File: src/rtl/nsfc_pkg.sv
// Shared types, character codes and byte-level functions for the NMEA sentence framer/checker.
`default_nettype none
package nsfc_pkg;

	// Default depth of the classified-byte queue between front and back
	localparam int QUEUE_DEPTH = 4;

	// Character codes
	localparam logic [7:0] CH_DOLLAR = 8'h24;
	localparam logic [7:0] CH_CR     = 8'h0D;
	localparam logic [7:0] CH_LF     = 8'h0A;
	localparam logic [7:0] CH_STAR   = 8'h2A;
	localparam logic [7:0] CH_COMMA  = 8'h2C;
	localparam logic [7:0] CH_0      = 8'h30;
	localparam logic [7:0] CH_9      = 8'h39;
	localparam logic [7:0] CH_UA     = 8'h41;
	localparam logic [7:0] CH_UF     = 8'h46;
	localparam logic [7:0] CH_LA     = 8'h61;
	localparam logic [7:0] CH_LF_HEX = 8'h66;

	// Proprietary prefix and talker sentence identifiers
	localparam logic [39:0] PSTM_TEXT = "$PSTM";
	localparam logic [23:0] TAG_GGA = "GGA";
	localparam logic [23:0] TAG_RMC = "RMC";
	localparam logic [23:0] TAG_GSA = "GSA";
	localparam logic [23:0] TAG_GSV = "GSV";
	localparam logic [23:0] TAG_VTG = "VTG";
	localparam logic [23:0] TAG_ZDA = "ZDA";
	localparam logic [23:0] TAG_GST = "GST";

	localparam logic [2:0] PREFIX_LEN = 3'd5;

	typedef enum logic [3:0] {
		TYPE_NONE = 4'd0,
		TYPE_GGA  = 4'd1,
		TYPE_RMC  = 4'd2,
		TYPE_GSA  = 4'd3,
		TYPE_GSV  = 4'd4,
		TYPE_VTG  = 4'd5,
		TYPE_ZDA  = 4'd6,
		TYPE_GST  = 4'd7,
		TYPE_PSTM = 4'd8
	} sent_type_t;

	// One received byte with its class flags, as queued between front and back
	typedef struct packed {
		logic [7:0] data;
		logic       is_dollar;
		logic       is_cr;
		logic       is_lf;
		logic       is_star;
		logic       is_comma;
		logic       hex_ok;
		logic [3:0] hex_val;
	} entry_t;

	// Running sentence state of the back end
	typedef struct packed {
		logic        in_sentence;
		logic        cr_pending;
		logic        star_seen;
		logic [1:0]  hex_chars_taken;
		logic [7:0]  running_xor;
		logic [7:0]  hex_value;
		logic        hex_bad;
		logic [7:0]  byte_count;
		logic [7:0]  comma_count;
		logic        first_field_open;
		logic [1:0]  first_field_len;
		logic [23:0] id_tail;
		logic        prefix_match;
		logic [2:0]  prefix_pos;
	} sent_state_t;

	// Classify one byte
	function automatic entry_t make_entry(input logic [7:0] b);
		entry_t e;
		logic [7:0] dv;
		e.data      = b;
		e.is_dollar = (b == CH_DOLLAR);
		e.is_cr     = (b == CH_CR);
		e.is_lf     = (b == CH_LF);
		e.is_star   = (b == CH_STAR);
		e.is_comma  = (b == CH_COMMA);
		e.hex_ok    = 1'b1;
		dv          = '0;
		if (b >= CH_0 && b <= CH_9) begin
			dv = b - CH_0;
		end else if (b >= CH_UA && b <= CH_UF) begin
			dv = b - CH_UA + 8'd10;
		end else if (b >= CH_LA && b <= CH_LF_HEX) begin
			dv = b - CH_LA + 8'd10;
		end else begin
			e.hex_ok = 1'b0;
		end
		e.hex_val = dv[3:0];
		return e;
	endfunction

	// Expected character of the proprietary prefix at a given position
	function automatic logic [7:0] prefix_char(input logic [2:0] pos);
		logic [7:0] c;
		case (pos)
			3'd0:    c = PSTM_TEXT[39:32];
			3'd1:    c = PSTM_TEXT[31:24];
			3'd2:    c = PSTM_TEXT[23:16];
			3'd3:    c = PSTM_TEXT[15:8];
			3'd4:    c = PSTM_TEXT[7:0];
			default: c = '0;
		endcase
		return c;
	endfunction

	// Fold one data byte of an open sentence into the state
	function automatic sent_state_t take_data(input sent_state_t s, input entry_t e);
		sent_state_t n;
		n = s;
		if (s.byte_count != 8'hFF) n.byte_count = s.byte_count + 8'd1;
		if (s.prefix_pos < PREFIX_LEN) begin
			if (e.data != prefix_char(s.prefix_pos)) n.prefix_match = 1'b0;
			n.prefix_pos = s.prefix_pos + 3'd1;
		end
		if (!s.star_seen) begin
			if (e.is_star) begin
				n.star_seen        = 1'b1;
				n.first_field_open = 1'b0;
			end else begin
				n.running_xor = s.running_xor ^ e.data;
				if (e.is_comma) begin
					if (s.comma_count != 8'hFF) n.comma_count = s.comma_count + 8'd1;
					n.first_field_open = 1'b0;
				end else if (s.first_field_open) begin
					n.id_tail = {s.id_tail[15:0], e.data};
					if (s.first_field_len != 2'd3) n.first_field_len = s.first_field_len + 2'd1;
				end
			end
		end else if (s.hex_chars_taken != 2'd2) begin
			if (!e.hex_ok) n.hex_bad = 1'b1;
			else n.hex_value = {s.hex_value[3:0], e.hex_val};
			n.hex_chars_taken = s.hex_chars_taken + 2'd1;
		end
		return n;
	endfunction

	// Talker sentence identifier lookup
	function automatic sent_type_t talker_type(input logic [23:0] tag);
		sent_type_t t;
		case (tag)
			TAG_GGA: t = TYPE_GGA;
			TAG_RMC: t = TYPE_RMC;
			TAG_GSA: t = TYPE_GSA;
			TAG_GSV: t = TYPE_GSV;
			TAG_VTG: t = TYPE_VTG;
			TAG_ZDA: t = TYPE_ZDA;
			TAG_GST: t = TYPE_GST;
			default: t = TYPE_NONE;
		endcase
		return t;
	endfunction

endpackage
`default_nettype wire

File: src/rtl/nsfc_if.sv
// Valid/ready channel interfaces for received bytes and sentence reports.
`default_nettype none
interface nsfc_byte_if;
	logic       valid;
	logic       ready;
	logic [7:0] rx_byte;

	modport source (output valid, output rx_byte, input ready);
	modport sink (input valid, input rx_byte, output ready);
endinterface

interface nsfc_report_if;
	logic       valid;
	logic       ready;
	logic       checksum_ok;
	logic       checksum_present;
	logic [7:0] computed_checksum;
	logic [7:0] received_checksum;
	logic       received_hex_ok;
	logic [3:0] sentence_type;
	logic [7:0] field_count;
	logic [7:0] sentence_length;

	modport source (output valid, output checksum_ok, output checksum_present,
		output computed_checksum, output received_checksum, output received_hex_ok,
		output sentence_type, output field_count, output sentence_length, input ready);
	modport sink (input valid, input checksum_ok, input checksum_present,
		input computed_checksum, input received_checksum, input received_hex_ok,
		input sentence_type, input field_count, input sentence_length, output ready);
endinterface
`default_nettype wire

File: src/rtl/nmea_sentence_framer_checker_top.sv
// NMEA sentence framer and checksum checker: top level.
//
// rx carries one received character per request (rx_byte). Bytes outside a
// sentence are dropped; a sentence runs from '$' to the first CR LF pair.
// res carries one report per completed sentence: checksum verdict, computed
// and received checksum, field count, length and sentence type.
//
// Throughput: one byte per cycle, sustained while no report waits on res.ready.
// The front end classifies each byte and writes it into a QUEUE_DEPTH-entry
// queue; the back end folds one queued byte per cycle into the running
// sentence state unless a waiting report stalls it. A closing LF is written
// into the queue, then folded by the back end, which loads the report register.
// Reset (arst_n low) clears the queue, the sentence state and the report
// valid flag; any partial sentence is discarded.
// While the receiver holds res.ready low with a report waiting, the back end
// stops, the queue fills and rx.ready falls once it is full.
`default_nettype none
module nmea_sentence_framer_checker_top #(
	parameter int QUEUE_DEPTH = nsfc_pkg::QUEUE_DEPTH
) (
	input  wire logic     clk,
	input  wire logic     arst_n,
	nsfc_byte_if.sink     rx,
	nsfc_report_if.source res
);

	nsfc_pkg::entry_t push_data;
	nsfc_pkg::entry_t pop_data;
	logic             push;
	logic             pop;
	logic             q_full;
	logic             q_not_empty;

	nsfc_front u_front (
		.rx        (rx),
		.q_full    (q_full),
		.push_data (push_data),
		.push      (push)
	);

	nsfc_queue #(
		.DEPTH (QUEUE_DEPTH)
	) u_queue (
		.clk       (clk),
		.arst_n    (arst_n),
		.push      (push),
		.push_data (push_data),
		.full      (q_full),
		.not_empty (q_not_empty),
		.pop       (pop),
		.pop_data  (pop_data)
	);

	nsfc_back u_back (
		.clk         (clk),
		.arst_n      (arst_n),
		.q_not_empty (q_not_empty),
		.q_data      (pop_data),
		.pop         (pop),
		.res         (res)
	);

endmodule
`default_nettype wire

File: src/rtl/nsfc_front.sv
// Front end: takes received bytes and classifies them for the queue.
`default_nettype none
module nsfc_front (
	nsfc_byte_if.sink        rx,
	input  wire logic        q_full,
	output nsfc_pkg::entry_t push_data,
	output logic             push
);

	// Request taken whenever the queue has room
	assign rx.ready  = !q_full;
	assign push      = rx.valid && !q_full;
	assign push_data = nsfc_pkg::make_entry(rx.rx_byte);

endmodule
`default_nettype wire

File: src/rtl/nsfc_queue.sv
// Short FIFO of classified bytes between front and back.
`default_nettype none
module nsfc_queue #(
	parameter int DEPTH = nsfc_pkg::QUEUE_DEPTH
) (
	input  wire logic             clk,
	input  wire logic             arst_n,
	input  wire logic             push,
	input  wire nsfc_pkg::entry_t push_data,
	output logic                  full,
	output logic                  not_empty,
	input  wire logic             pop,
	output nsfc_pkg::entry_t      pop_data
);

	localparam int PTR_W = (DEPTH > 1) ? $clog2(DEPTH) : 1;
	localparam int CNT_W = $clog2(DEPTH + 1);

	nsfc_pkg::entry_t slot_q [DEPTH];
	logic [PTR_W-1:0] wr_ptr_q;
	logic [PTR_W-1:0] rd_ptr_q;
	logic [CNT_W-1:0] count_q;

	assign full      = (count_q == CNT_W'(DEPTH));
	assign not_empty = (count_q != '0);
	assign pop_data  = slot_q[rd_ptr_q];

	// Storage
	always_ff @(posedge clk) begin
		if (push) slot_q[wr_ptr_q] <= push_data;
	end

	// Pointers and fill count
	always_ff @(posedge clk or negedge arst_n) begin
		if (!arst_n) begin
			wr_ptr_q <= '0;
			rd_ptr_q <= '0;
			count_q  <= '0;
		end else begin
			if (push) begin
				if (wr_ptr_q == PTR_W'(DEPTH - 1)) wr_ptr_q <= '0;
				else wr_ptr_q <= wr_ptr_q + 1'b1;
			end
			if (pop) begin
				if (rd_ptr_q == PTR_W'(DEPTH - 1)) rd_ptr_q <= '0;
				else rd_ptr_q <= rd_ptr_q + 1'b1;
			end
			if (push && !pop) count_q <= count_q + 1'b1;
			else if (pop && !push) count_q <= count_q - 1'b1;
		end
	end

	a_no_overflow: assert property (@(posedge clk) disable iff (!arst_n)
		push |-> !full)
		else $error("queue push while full");

	a_no_underflow: assert property (@(posedge clk) disable iff (!arst_n)
		pop |-> not_empty)
		else $error("queue pop while empty");

endmodule
`default_nettype wire

File: src/rtl/nsfc_back.sv
// Back end: sentence framing, checksum, field count and type, with the report register.
`default_nettype none
module nsfc_back (
	input  wire logic             clk,
	input  wire logic             arst_n,
	input  wire logic             q_not_empty,
	input  wire nsfc_pkg::entry_t q_data,
	output logic                  pop,
	nsfc_report_if.source         res
);

	// Idle state after reset
	localparam nsfc_pkg::sent_state_t ST_RESET = '{
		first_field_open: 1'b1,
		prefix_match:     1'b1,
		default:          0
	};

	nsfc_pkg::sent_state_t st_q;
	nsfc_pkg::sent_state_t st_next;
	nsfc_pkg::sent_state_t st_mid;
	nsfc_pkg::sent_state_t st_open;
	nsfc_pkg::sent_type_t  type_now;
	logic                  emit;
	logic                  present;
	logic                  hex_ok;
	logic                  sum_ok;
	logic                  out_valid_q;

	// Back end advances when the queue holds a byte, unless a finished report is still waiting
	assign pop = q_not_empty && (!out_valid_q || res.ready);

	// State of a freshly opened sentence
	always_comb begin
		st_open                  = '0;
		st_open.in_sentence      = 1'b1;
		st_open.byte_count       = 8'd1;
		st_open.first_field_open = 1'b1;
		st_open.prefix_match     = 1'b1;
		st_open.prefix_pos       = 3'd1;
	end

	// Report fields from the current state
	always_comb begin
		present  = st_q.star_seen && (st_q.hex_chars_taken == 2'd2);
		hex_ok   = present && !st_q.hex_bad;
		sum_ok   = hex_ok && (st_q.hex_value == st_q.running_xor);
		type_now = nsfc_pkg::TYPE_NONE;
		if (sum_ok) begin
			if (st_q.prefix_pos == nsfc_pkg::PREFIX_LEN && st_q.prefix_match) begin
				type_now = nsfc_pkg::TYPE_PSTM;
			end else if (st_q.comma_count != 8'd0 && st_q.first_field_len == 2'd3) begin
				type_now = nsfc_pkg::talker_type(st_q.id_tail);
			end
		end
	end

	// Next sentence state; a CR not followed by LF is replayed as data first
	always_comb begin
		st_next = st_q;
		st_mid  = st_q;
		emit    = 1'b0;
		if (!st_q.in_sentence) begin
			if (q_data.is_dollar) st_next = st_open;
		end else if (st_q.cr_pending && q_data.is_lf) begin
			emit                = 1'b1;
			st_next.in_sentence = 1'b0;
			st_next.cr_pending  = 1'b0;
		end else begin
			if (st_q.cr_pending) begin
				st_mid = nsfc_pkg::take_data(st_q, nsfc_pkg::make_entry(nsfc_pkg::CH_CR));
			end
			st_mid.cr_pending = 1'b0;
			if (q_data.is_cr) begin
				st_next            = st_mid;
				st_next.cr_pending = 1'b1;
			end else begin
				st_next = nsfc_pkg::take_data(st_mid, q_data);
			end
		end
	end

	// Sentence state register
	always_ff @(posedge clk or negedge arst_n) begin
		if (!arst_n) begin
			st_q <= ST_RESET;
		end else if (pop) begin
			st_q <= st_next;
		end
	end

	// Report valid flag
	always_ff @(posedge clk or negedge arst_n) begin
		if (!arst_n) begin
			out_valid_q <= 1'b0;
		end else if (pop) begin
			out_valid_q <= emit;
		end else if (res.ready) begin
			out_valid_q <= 1'b0;
		end
	end

	// Report payload
	always_ff @(posedge clk) begin
		if (pop && emit) begin
			res.checksum_ok       <= sum_ok;
			res.checksum_present  <= present;
			res.computed_checksum <= st_q.running_xor;
			res.received_checksum <= hex_ok ? st_q.hex_value : 8'd0;
			res.received_hex_ok   <= hex_ok;
			res.sentence_type     <= 4'(type_now);
			res.field_count       <= (st_q.comma_count != 8'hFF) ?
				st_q.comma_count + 8'd1 : 8'hFF;
			res.sentence_length   <= st_q.byte_count;
		end
	end

	assign res.valid = out_valid_q;

	a_hex_bound: assert property (@(posedge clk) disable iff (!arst_n)
		!st_q.star_seen |-> (st_q.hex_chars_taken == 2'd0 && !st_q.hex_bad))
		else $error("hex digits taken before star");

	a_prefix_bound: assert property (@(posedge clk) disable iff (!arst_n)
		st_q.prefix_pos <= nsfc_pkg::PREFIX_LEN)
		else $error("prefix position out of range");

	a_report_from_sentence: assert property (@(posedge clk) disable iff (!arst_n)
		(pop && emit) |=> (out_valid_q && !st_q.in_sentence))
		else $error("report not raised on sentence close");

	a_type_needs_ok: assert property (@(posedge clk) disable iff (!arst_n)
		(out_valid_q && !res.checksum_ok) |-> (res.sentence_type == 4'(nsfc_pkg::TYPE_NONE)))
		else $error("type reported without valid checksum");

endmodule
`default_nettype wire

File: src/flat_wrapper.sv
// flat-port wrapper written by rule: the top's interface ports become plain ports
module nmea_sentence_framer_checker_top_flat 
#(
	parameter int QUEUE_DEPTH = nsfc_pkg::QUEUE_DEPTH
)
  (clk, arst_n, rx_valid, rx_rx_byte, rx_ready, res_valid, res_checksum_ok, res_checksum_present, res_computed_checksum, res_received_checksum, res_received_hex_ok, res_sentence_type, res_field_count, res_sentence_length, res_ready);
  nsfc_byte_if rx_i ();
  nsfc_report_if res_i ();
  input  wire logic clk;
  input  wire logic arst_n;
  input wire logic [$bits(rx_i.valid)-1:0] rx_valid;
  input wire logic [$bits(rx_i.rx_byte)-1:0] rx_rx_byte;
  output wire logic [$bits(rx_i.ready)-1:0] rx_ready;
  output wire logic [$bits(res_i.valid)-1:0] res_valid;
  output wire logic [$bits(res_i.checksum_ok)-1:0] res_checksum_ok;
  output wire logic [$bits(res_i.checksum_present)-1:0] res_checksum_present;
  output wire logic [$bits(res_i.computed_checksum)-1:0] res_computed_checksum;
  output wire logic [$bits(res_i.received_checksum)-1:0] res_received_checksum;
  output wire logic [$bits(res_i.received_hex_ok)-1:0] res_received_hex_ok;
  output wire logic [$bits(res_i.sentence_type)-1:0] res_sentence_type;
  output wire logic [$bits(res_i.field_count)-1:0] res_field_count;
  output wire logic [$bits(res_i.sentence_length)-1:0] res_sentence_length;
  input wire logic [$bits(res_i.ready)-1:0] res_ready;
  assign rx_i.valid = rx_valid;
  assign rx_i.rx_byte = rx_rx_byte;
  assign rx_ready = rx_i.ready;
  assign res_valid = res_i.valid;
  assign res_checksum_ok = res_i.checksum_ok;
  assign res_checksum_present = res_i.checksum_present;
  assign res_computed_checksum = res_i.computed_checksum;
  assign res_received_checksum = res_i.received_checksum;
  assign res_received_hex_ok = res_i.received_hex_ok;
  assign res_sentence_type = res_i.sentence_type;
  assign res_field_count = res_i.field_count;
  assign res_sentence_length = res_i.sentence_length;
  assign res_i.ready = res_ready;
  nmea_sentence_framer_checker_top #(.QUEUE_DEPTH(QUEUE_DEPTH)) u_core (.clk(clk), .arst_n(arst_n), .rx(rx_i), .res(res_i));
endmodule
File: config.mk
export PLATFORM = sky130hd
export DESIGN_NAME = nmea_sentence_framer_checker_top_flat
export DESIGN_NICKNAME = d
export VERILOG_FILES = /design/src/rtl/nsfc_pkg.sv /design/src/rtl/nsfc_if.sv /design/src/rtl/nmea_sentence_framer_checker_top.sv /design/src/rtl/nsfc_front.sv /design/src/rtl/nsfc_queue.sv /design/src/rtl/nsfc_back.sv /design/src/flat_wrapper.sv
export SDC_FILE = /design/constraint.sdc
export NUM_CORES = 1
export LEC_CHECK = 0
export BUFFER_PORTS_ARGS = -buffer_cell sky130_fd_sc_hd__buf_2
export CORE_ASPECT_RATIO = 0.8
export CORE_MARGIN = 2
export CORE_UTILIZATION = 55
export DETAILED_ROUTE_END_ITERATION = 6
export HOLD_SLACK_MARGIN = 0.02
export PLACE_DENSITY_LB_ADDON = 0.12
export REMOVE_ABC_BUFFERS = 1
export SYNTH_ARGS = -nofsm -noshare
export SYNTH_HDL_FRONTEND = slang
export SYNTH_SLANG_ARGS = --single-unit
File: constraint.sdc
create_clock -name clk -period 3 [get_ports clk]
set_input_delay 0.3 -clock clk [delete_from_list [all_inputs] [get_ports clk]]
set_output_delay 0.3 -clock clk [all_outputs]
set_load 0.01 [all_outputs]
After elaboration in Yosys (flattened, before gate mapping)
Memory sizes are Yosys's and may differ from the RTL's.
Index checks and enable logic that the tools add are counted.

operators by class
  div/mod/pow operators = 0
  shifts and indexed selects = 0
  $lt $le $gt $ge = 8
  add/sub/neg operators = 19
  eq/ne operators = 38
  bitwise operators = 4
  $mul = 0
  reduce and logical (&&, ||, !) cells = 30
  multiplexer cells = 70

operator list
  operator                                                           count
  2-to-1 mux 69 bit                                                  4
  == test 24 x 23 -> 1 bit, second input constant                    7
  2-to-1 mux 68 bit                                                  2
  2-to-1 mux 26 bit                                                  5
  2-to-1 mux 8 bit                                                   15
  one-hot mux 7 bit (5 select lines)                                 2
  2-to-1 mux 67 bit                                                  1
  2-to-1 mux 35 bit                                                  1
  adder 8 x 1 -> 8 bit, second input constant                        4
  != test 8 bit, second input constant                               4
  2-to-1 mux 4 bit                                                   7
  2-to-1 mux 9 bit                                                   3
  == test 8 x 6 -> 1 bit, second input constant                      3
  one-hot mux 3 bit (7 select lines)                                 1
  2-to-1 mux 2 bit                                                   9
  2-to-1 mux 1 bit                                                   17
  == test 8 x 4 -> 1 bit, second input constant                      2
  greater-or-equal comparator 8 x 7 -> 1 bit, second input constant  2
  <= comparator 8 x 7 -> 1 bit, second input constant                2
  logical AND 1 bit                                                  14
  adder 2 x 1 -> 2 bit, second input constant                        6
  == test 3 x 2 -> 1 bit, second input constant                      4
  == test 3 bit, second input constant                               4
  subtractor 4 x 1 -> 4 bit, second input constant                   3
  25 further kinds                                                   47

storage, ports and cells
  logic and storage cells = 197
  input port bits = 12
  bits in writable memories = 72
  output and inout bits = 41
  flip-flop bits (word level) = 116
  latch bits = 0
  ROM bits = 0
  memories = 1

memory list
  name                   words  width  read ports  clocked after memory_dff  wr ports  RTL line          RTL
  u_core.u_queue.slot_q  4      18     1           0                         1         nsfc_queue.sv:19  nsfc_pkg::entry_t slot_q [DEPTH];

Logic depth before layout (Yosys ltp)
Gate-level depths: netlist of run 1.

  depth in word-level cells = 24
  gate-level depth with buffers = 12
  mapped depth without buffers = 12

Modules after synthesis
Synthesis of run 1 repeated with hierarchy kept, for this count alone.

second synthesis, totals
  cells, all modules = 794
  area total of the unflattened synthesis = 9270.1 um2

modules (own cells, without submodules)
  module      area an instance (um2)  seq. area each (um2)  instances  cells each
  nsfc_back   5919.4                  2925.3                1          620
  nsfc_queue  3012.9                  2337.2                1          131
  nsfc_front  337.8                   0.0                   1          43

Least setup slack after synthesis of run 1
No wires, ideal clock.

  kind = flip-flop to flip-flop
  start = register u_core.u_back.st_q[67] in the netlist's numbering
  end = register u_core.u_back.res.checksum_ok (enable)
  clock period less this slack = 3225 ps
  data required time = 2564 ps
  path slack = -225 ps
  cell stages (with the launch flop) = 5
  data arrival time = 2789 ps
  path buffers = 2
  setup time = 436 ps
  cells stage by stage = dfrtp_1 > clkbuf_1 > clkbuf_1 > nand2_1 > nor2_1

between the ends
  cells in the longest elaborated chain, start to end = 4

ends and longest elaborated chain
  element                   RTL line          RTL
  start: declaration        nsfc_back.sv:19   nsfc_pkg::sent_state_t st_q;
  start signal: assignment  nsfc_back.sv:88   st_q <= st_next;
  logical AND 1 bit         nsfc_back.sv:65   end else if (st_q.cr_pending && q_data.is_lf) begin
  2-to-1 mux 1 bit          nsfc_back.sv:65
  2-to-1 mux 1 bit          nsfc_back.sv:63   if (!st_q.in_sentence) begin
  logical AND 1 bit         nsfc_back.sv:105  if (pop && emit) begin
  end signal: assignment    nsfc_back.sv:106  res.checksum_ok <= sum_ok;
  end: declaration          nsfc_if.sv:24     modport source (output valid, output checksum_ok, output checksum_present,

Every way passes these cells.
A chain may end at the register's enable or synchronous reset.

Worst setup path after layout of run 1
  start = register u_core.u_back.st_q[44] in the netlist's numbering
  end = register u_core.u_back.st_q[39] in the netlist's numbering

between the ends
  cells in the longest elaborated chain, start to end = 10
  elaborated cells on any way between the ends = 12
  classes of those cells = 2 x add/sub; 2 x eq/ne; 8 x mux

ends and longest elaborated chain
  element                                                RTL line         RTL
  != test 8 bit or adder 8 x 1 -> 8 bit (tied branches)  nsfc_pkg.sv:118  if (s.byte_count != 8'hFF) n.byte_count = s.byte_count + 8'd1;
  2-to-1 mux 8 bit                                       nsfc_pkg.sv:118
  2-to-1 mux 68 bit *                                    nsfc_back.sv:70  if (st_q.cr_pending) begin
  2-to-1 mux 69 bit *                                    nsfc_back.sv:65
  2-to-1 mux 69 bit *                                    nsfc_back.sv:63
  adder 8 x 1 -> 8 bit or != test 8 bit (tied branches)  nsfc_pkg.sv:118
  2-to-1 mux 8 bit                                       nsfc_pkg.sv:118
  2-to-1 mux 68 bit *                                    nsfc_back.sv:74  if (q_data.is_cr) begin
  2-to-1 mux 67 bit *                                    nsfc_back.sv:65
  2-to-1 mux 69 bit *                                    nsfc_back.sv:63

Mark *: on every way between the ends. The rest lies on a longest branch, timed or not. The select of a mux whose other input is x is not followed.

==> results.toml, run 1 <==
[clock_tree]
cts_buffers = 17
htreeDepth = 4
root_buffer = "clkbuf_16"
cts-hold-fix-buffers = 0
clk_pin_slew_ns = 0.07
clk-insertion-delay-late_ns = 0.44
ctsResizeCount = 0
clockBufferDepth = 2
post-cts-setup-buffer-count = 0
cts_tree = "done"
clkSinkCount = 188

[critical_path]
max_stage_delay_ns = 0.51
arrival_ns = 3.14
required_ns = 3.32
critPathSlowestCell = "dfrtp_1"
critPathTopFamily = "compound AO/OA/AOI/OAI gates"
cp_cell_sequence = "nand3_1, o21ai_2, mux2_2, ha_1, nand3_1, o31a_1, o31ai_1, xnor2_1, nand3b_1, o221a_2"
critPathBufInv = 0
endpoint_kind = "flop"
cp-start-kind = "flop"
cpMostUsedCell = "nand3_1"
path_class = "reg2reg"
cp_max_fo = 9

[sta]
skew_ns = 0.01369
hold_violations = 0
setup_viol = 0
hold_ws_ns = 0.01379
post-route-period-util = 0.9372
final.setup.worst_slack_ns = 0.1883
tightestPinTransition_ns = 1.018
max_freq_mhz = 355.7
final_max_slew_viol_count = 0
rsz0062_at_grt = "true"
period_needed_ns = 2.812
slew_headroom = 0.3215

[global_route]
grtUsageMet3 = 0.04521
met2_usage = 0.3709
grtUsageMet1 = 0.3554
grt_start_max_net_pins = 78
track_usage = 0.2421
grt-ovfl-total = 0
grt_pass1_wl_um = 33150
grt.busiest_layer = "met2"
antenna_found_initial = 0
first_global_vias = 6317

[worst_hold_path]
holdCritPathClass = "in2async"

[synth]
synth_edf_count = 111
yosysSeqAreaShare = 0.5748
ys_types = 66
yosys.area_share.xor_xnor = 0.03061
avgSynthCellArea_um2 = 11.84
synth_top_family_by_area = "simple AND/OR/NAND/NOR gates"
yosys.area_share.simple = 0.1544
synth.cell_area_um2 = 9155
synth_fa_ha_area_frac = 0.04045
yosys_most_used_dff = "edfxtp_1"
yosysWarnings = 0
async_flop_share = 0.4096
synth_cells = 773
synth_compound_area_frac = 0.1114
synth-seq-cells = 188
muxShareOfSynthArea = 0.06355

[layout]
synthToLayoutAreaGrowth_pct = 14.21
num-fill-cells = 1305
drive_above_1_share = 0.1898
finalNetCount = 892
diodes = 0
final_area_um2 = 10460

[status]
run_status = "completed"

[route]
ant_nets = 0
num_vias = 6361
drc_errors = 0
wirelength_um = 20280
dr.pass1.iters = 4
routedWlPerCell_um = 18.71
drt-vias-per-instance = 5.868
drt_iter0_drc = 493

[floorplanning]
start_util = 0.5584
rows = 42
ioPinCount = 53
core_um2 = 16400
die-area_um2 = 17700
fp.dieH_um = 119.4
die_w_um = 148.2

[placed_design]
dpl_cell_area_um2 = 9848
port_buffers = 52
gp_routability_congestion = 0.8739
place_hpwl_um = 13990
dp_slack_ns = 0.1372

[pwr]
ir_worst_vdd_uv = 718.1
p_leak_uw = 0.004085
power_density_nw_per_um2 = 1027

[run]
max_cap_viol_count = 0
[stage by stage]
stage | setup TNS (ns) | cells | util | power, uW
3_5_place_dp | 0 | 1052 | 0.6007 | 8458
5_1_grt | -0.001806 | 1084 | 0.6377 | 11440
4_1_cts | 0 | 1084 | 0.6368 | 10740
6_report | 0 | 1084 | 0.6377 | 10740
2_1_floorplan | -50.85 | 743 | - | 6852
3_3_place_gp | 0 | 1052 | 0.6007 | 8316
[where the power goes]
group          total, uW  leakage [uW]  internal, uW  switching, uW
sequential          3930       0.00203          3460            470
clock               2270      0.000294          1190           1080
combinational       4540       0.00176          1790           2760
total              10700       0.00409          6430           4310
[worst reg2reg max path, stage by stage (launching register included)]
cell and delay, ns:
dfrtp_1 0.51, nand3_1 0.24, o21ai_2 0.24, mux2_2 0.21
ha_1 0.21, nand3_1 0.09, o31a_1 0.33, o31ai_1 0.42
xnor2_1 0.21, nand3b_1 0.11, o221a_2 0.13
[logic make-up after synthesis]
kind of cell	Yosys count
AO/OA/AOI/OAI	154
XOR/XNOR	32
adder cells (fa/ha/maj)	29
buffers and inverters	55
flip-flops	188
multiplexers	35
AND/OR/NAND/NOR	280
[path summary, 6_finish.rpt]
| path | startpoint | end | slack [ns] | cells past startpoint |
|---|---|---|---|---|
| setup / recovery | u_core.u_back.st_q[44] | u_core.u_back.st_q[39] | 0.19 | 10 |
| max in group asynchronous | arst_n | u_core.u_back.st_q[40] | 2.28 | 1 |
| hold / removal | arst_n | u_core.u_back.st_q[46] | 0.01 | 1 |
| hold reg to reg | u_core.u_queue.count_q[2] | u_core.u_queue.count_q[2] | 0.52 | 1 |
| min in group clk | rx_rx_byte[6] | u_core.u_queue.slot_q[2][16] | 0.11 | 1 |
| setup reg to reg | u_core.u_back.st_q[44] | u_core.u_back.st_q[39] | 0.19 | 10 |
[sequential cells by signal (all words and copies together) (netlist names)]
name,count
u_core.u_queue.slot_q,72
u_core.u_back.st_q,69
u_core.u_back.res.computed_checksum,8
u_core.u_back.res.field_count,8
u_core.u_back.res.received_checksum,8
u_core.u_back.res.sentence_length,8
u_core.u_back.res.sentence_type,4
u_core.u_queue.count_q,3
u_core.u_queue.rd_ptr_q,2
u_core.u_queue.wr_ptr_q,2
u_core.u_back.res.checksum_ok,1
u_core.u_back.res.checksum_present,1
u_core.u_back.res.received_hex_ok,1
u_core.u_back.res.valid,1
[metal layers]
metal	vias to the layer above	wire length, um
li1	3019	-
met1	3135	9445
met2	185	9498
met3	22	1074
met4	0	262
met5	-	0
[synth_stat cells, types with 3 or more instances]
library cell  number  area, um^2
nand2b_1          13       81.33
or3_1              4       25.02
nand3_1           21       105.1
o221a_1            8       90.09
nor3_1            19       95.09
clkbuf_1          18       67.56
o31ai_1            4       30.03
o21ai_0           41       205.2
a32o_1             7       70.07
nand3b_1           7       52.55
mux2i_1           12       120.1
xor2_1            14       122.6
and3_1            10       62.56
a21oi_1           42       210.2
edfxtp_1         111        3333
a22o_1             9       78.83
nand2_1           75       281.5
mux4_2            18       405.4
a31oi_1           14       87.58
or2_2              5       31.28
nand4_1            9       56.30
xnor2_1           18       157.7
o21ai_1            3       15.01
dfrtp_1           75        1877
nor4b_1            5       43.79
o32ai_1            4       35.03
mux2_2             5       56.30
nor2_1            73       274.0
nor3b_1            5       37.54
inv_1             24       90.09
nor2b_1            5       31.28
and2_1            12       75.07
buf_2             10       50.05
a21o_1             3       22.52
ha_1              28       350.3
[cell usage in the layout (no fill, tap or decap), types with 5 or more instances in the layout]
| cell | instances |
|---|---|
| mux4_2 | 18 |
| mux2_2 | 5 |
| and2_1 | 12 |
| mux2i_1 | 12 |
| a31oi_1 | 14 |
| nand2_1 | 75 |
| nor3_1 | 19 |
| or2_2 | 5 |
| buf_2 | 51 |
| clkbuf_16 | 17 |
| xnor2_1 | 18 |
| ha_1 | 28 |
| nand3_1 | 21 |
| nor4b_1 | 5 |
| a32o_1 | 7 |
| nor2_1 | 71 |
| nor3b_1 | 5 |
| dfrtp_1 | 74 |
| nand2b_1 | 13 |
| nand4_1 | 9 |
| xor2_1 | 14 |
| buf_4 | 38 |
| nand3b_1 | 7 |
| nor2b_1 | 5 |
| a21oi_1 | 42 |
| inv_6 | 5 |
| a22o_1 | 9 |
| edfxtp_1 | 111 |
| inv_1 | 24 |
| o221a_1 | 8 |
| and3_1 | 10 |
| o21ai_0 | 41 |
[area by class of cell]
class / count / area (um^2) / share of cell area
sequential: 188 / 5264 / 0.5034
tap: 220 / 275.3 / 0.02633
multi-input combinational: 530 / 3691 / 0.3530
clock buffer: 17 / 425.4 / 0.04068
inverter: 25 / 93.84 / 0.008974
timing repair buffer: 89 / 540.5 / 0.05169
clock inverter: 15 / 166.4 / 0.01591
Power figures use the tool's default switching activity.
==> run 2, diff against run 1 <==
--- a/config.mk
+++ b/config.mk
@@ -7,7 +7,6 @@
 export LEC_CHECK = 0
 export BUFFER_PORTS_ARGS = -buffer_cell sky130_fd_sc_hd__buf_2
 export CORE_ASPECT_RATIO = 0.8
-export CORE_MARGIN = 2
 export CORE_UTILIZATION = 55
 export DETAILED_ROUTE_END_ITERATION = 6
 export HOLD_SLACK_MARGIN = 0.02
==> run 2 against run 1 <==
Against the previous run:
- global-route usage about the same
- count of clock-buffer cells in the layout up 5
- largest cell class unchanged
- sequential share of layout area grew 0.096 points
- die area decreased by 3.0%
- worst hold slack better by 0.0034 ns
- highest routed layer unchanged
- cell area shrank 0.17%
- critical endpoint is now u_core.u_back.st_q[26]
- via count rose by 1.7%
- wire length fell by 2.4%
- cell count shrank 0.83%
- clock power is 2% higher
==> results.toml, run 2 (synthesis gave the netlist of run 1 again) <==
[status]
run_status = "completed"

[layout]
largest_register = "u_core.u_queue.slot_q"
drive_above_1_share = 0.1849
layout_commonest_cell = "edfxtp_1"
mostFrequentLayoutCells = "111 x edfxtp_1, 75 x nand2_1, 73 x dfrtp_1, 71 x nor2_1, 51 x buf_2"
diodes = 0
final_area_um2 = 10440
num-fill-cells = 1195
largest_reg_flops = 72
finalNetCount = 888
largest_registers = "u_core.u_queue.slot_q: 72 flops, u_core.u_back.st_q: 69 flops"
synthToLayoutAreaGrowth_pct = 14.02

[floorplanning]
ioPinCount = 53
die-area_um2 = 17170
rows = 41
fp.dieH_um = 117.4
core_um2 = 16010
die_w_um = 146.2
start_util = 0.5720

[critical_path]
cp_max_fo = 12
worst_r2r_path_depth = 8
arrival_ns = 3.10
cp-start-kind = "flop"
timing.rr.end = "u_core.u_back.st_q[26]"
endpoint_kind = "flop"
r2r-start = "u_core.u_queue.rd_ptr_q[0]"
required_ns = 3.38
ff2ff_setup_slack_ns = 0.28
path_class = "reg2reg"

[clock_tree]
cts_buffers = 17
clockBufferDepth = 2
clk-insertion-delay-late_ns = 0.45
clkSinkCount = 188
post-cts-setup-buffer-count = 0
cts_tree = "done"
htreeDepth = 4
clk_pin_slew_ns = 0.07
root_buffer = "clkbuf_16"

[placed_design]
port_buffers = 52
dp_slack_ns = 0.1710
gp_routability_congestion = 0.9746
place_hpwl_um = 13360
dpl_cell_area_um2 = 9824

[global_route]
antenna_found_initial = 0
track_usage = 0.2421
grt-ovfl-total = 0
first_global_vias = 6196
grt_start_max_net_pins = 78
grt_pass1_wl_um = 32040

[sta]
period_needed_ns = 2.722
tightestPinTransition_ns = 1.019
setup_viol = 0
slew_headroom = 0.3208
final.setup.worst_slack_ns = 0.2777
post-route-period-util = 0.9074
skew_ns = 0.01716
hold_violations = 0
final_max_slew_viol_count = 0
hold_ws_ns = 0.01718
rsz0062_at_grt = "false"
max_freq_mhz = 367.3

[route]
drt_iter0_drc = 669
dr.pass1.iters = 5
drt-vias-per-instance = 6.020
wirelength_um = 19800
routedWlPerCell_um = 18.42
drc_errors = 0
ant_nets = 0
num_vias = 6471

[pwr]
power_density_nw_per_um2 = 1029
fin_total_pwr_uw = 10740
ir_worst_vdd_uv = 577.3
p_leak_uw = 0.004066

[run]
max_cap_viol_count = 0

[worst_hold_path]
holdCritPathClass = "in2async"
## run 2: cell count changes in the layout (fill, tap and decap cells not counted), moves of 2 or more
cell	previous run	this run
buf_4	38	33
inv_8	4	2
inv_6	5	2
clkbuf_1	0	3
## run 2: per-layer routing
metal,GRT usage,share of wire,up-vias
met1,0.3437,0.47,3173
met4,0.07161,0.015,0
li1,-,-,3002
met2,0.3699,0.46,269
met3,0.06031,0.064,27
met5,0,0,-
## run 2: repair_timing
action                                  CTS  global route
endpoints found under the setup margin    0             3
hold buffers                              0             0
resized for setup                         0             4
hold endpoints to repair                  0             0
## run 2: worst max-delay path: stages (launching register included)
cell	delay, ns
dfrtp_1	0.39
buf_4	0.28
mux4_2	0.59
nor3_4	0.30
xnor2_1	0.19
nand2b_1	0.40
o221a_1	0.31
a21oi_1	0.08
nor2_1	0.11
## run 2: worst max path at each step
stage,end,cells after the start,from
after detailed placement,u_core.u_back.st_q[44],11,u_core.u_back.st_q[40]
after global placement,u_core.u_back.st_q[44],11,u_core.u_back.st_q[40]
after floorplan,u_core.u_back.st_q[12],6,u_core.u_queue.rd_ptr_q[0]
final,u_core.u_back.st_q[26],8,u_core.u_queue.rd_ptr_q[0]
after global routing,u_core.u_back.st_q[44],11,u_core.u_back.st_q[40]
after CTS,u_core.u_back.st_q[44],11,u_core.u_back.st_q[40]
## run 2: power by group
part	total, uW	switching [uW]	leakage (uW)	internal, uW
sequential	3920	461	0.00203	3460
combinational	4510	2740	0.00174	1770
clock	2310	996	0.000298	1320
total	10700	4200	0.00407	6540
## run 2: final cells by class
cell class	count	area, um^2	area share
Inverter	25	93.84	0.008990
Clock buffer	22	475.5	0.04555
Clock inverter	10	127.6	0.01223
Tap cell	215	269.0	0.02577
Sequential cell	188	5265	0.5044
Multi-Input combinational cell	530	3685	0.3530
Timing Repair Buffer	85	523.0	0.05010
## run 2: stage by stage
step                      setup TNS (ns)  cells    util
after floorplan                   -50.85    743       -
after global placement                 0   1043  0.6138
after detailed placement               0   1043  0.6138
after CTS                              0   1075  0.6515
after global routing                   0   1075  0.6522
final                                  0   1075  0.6522
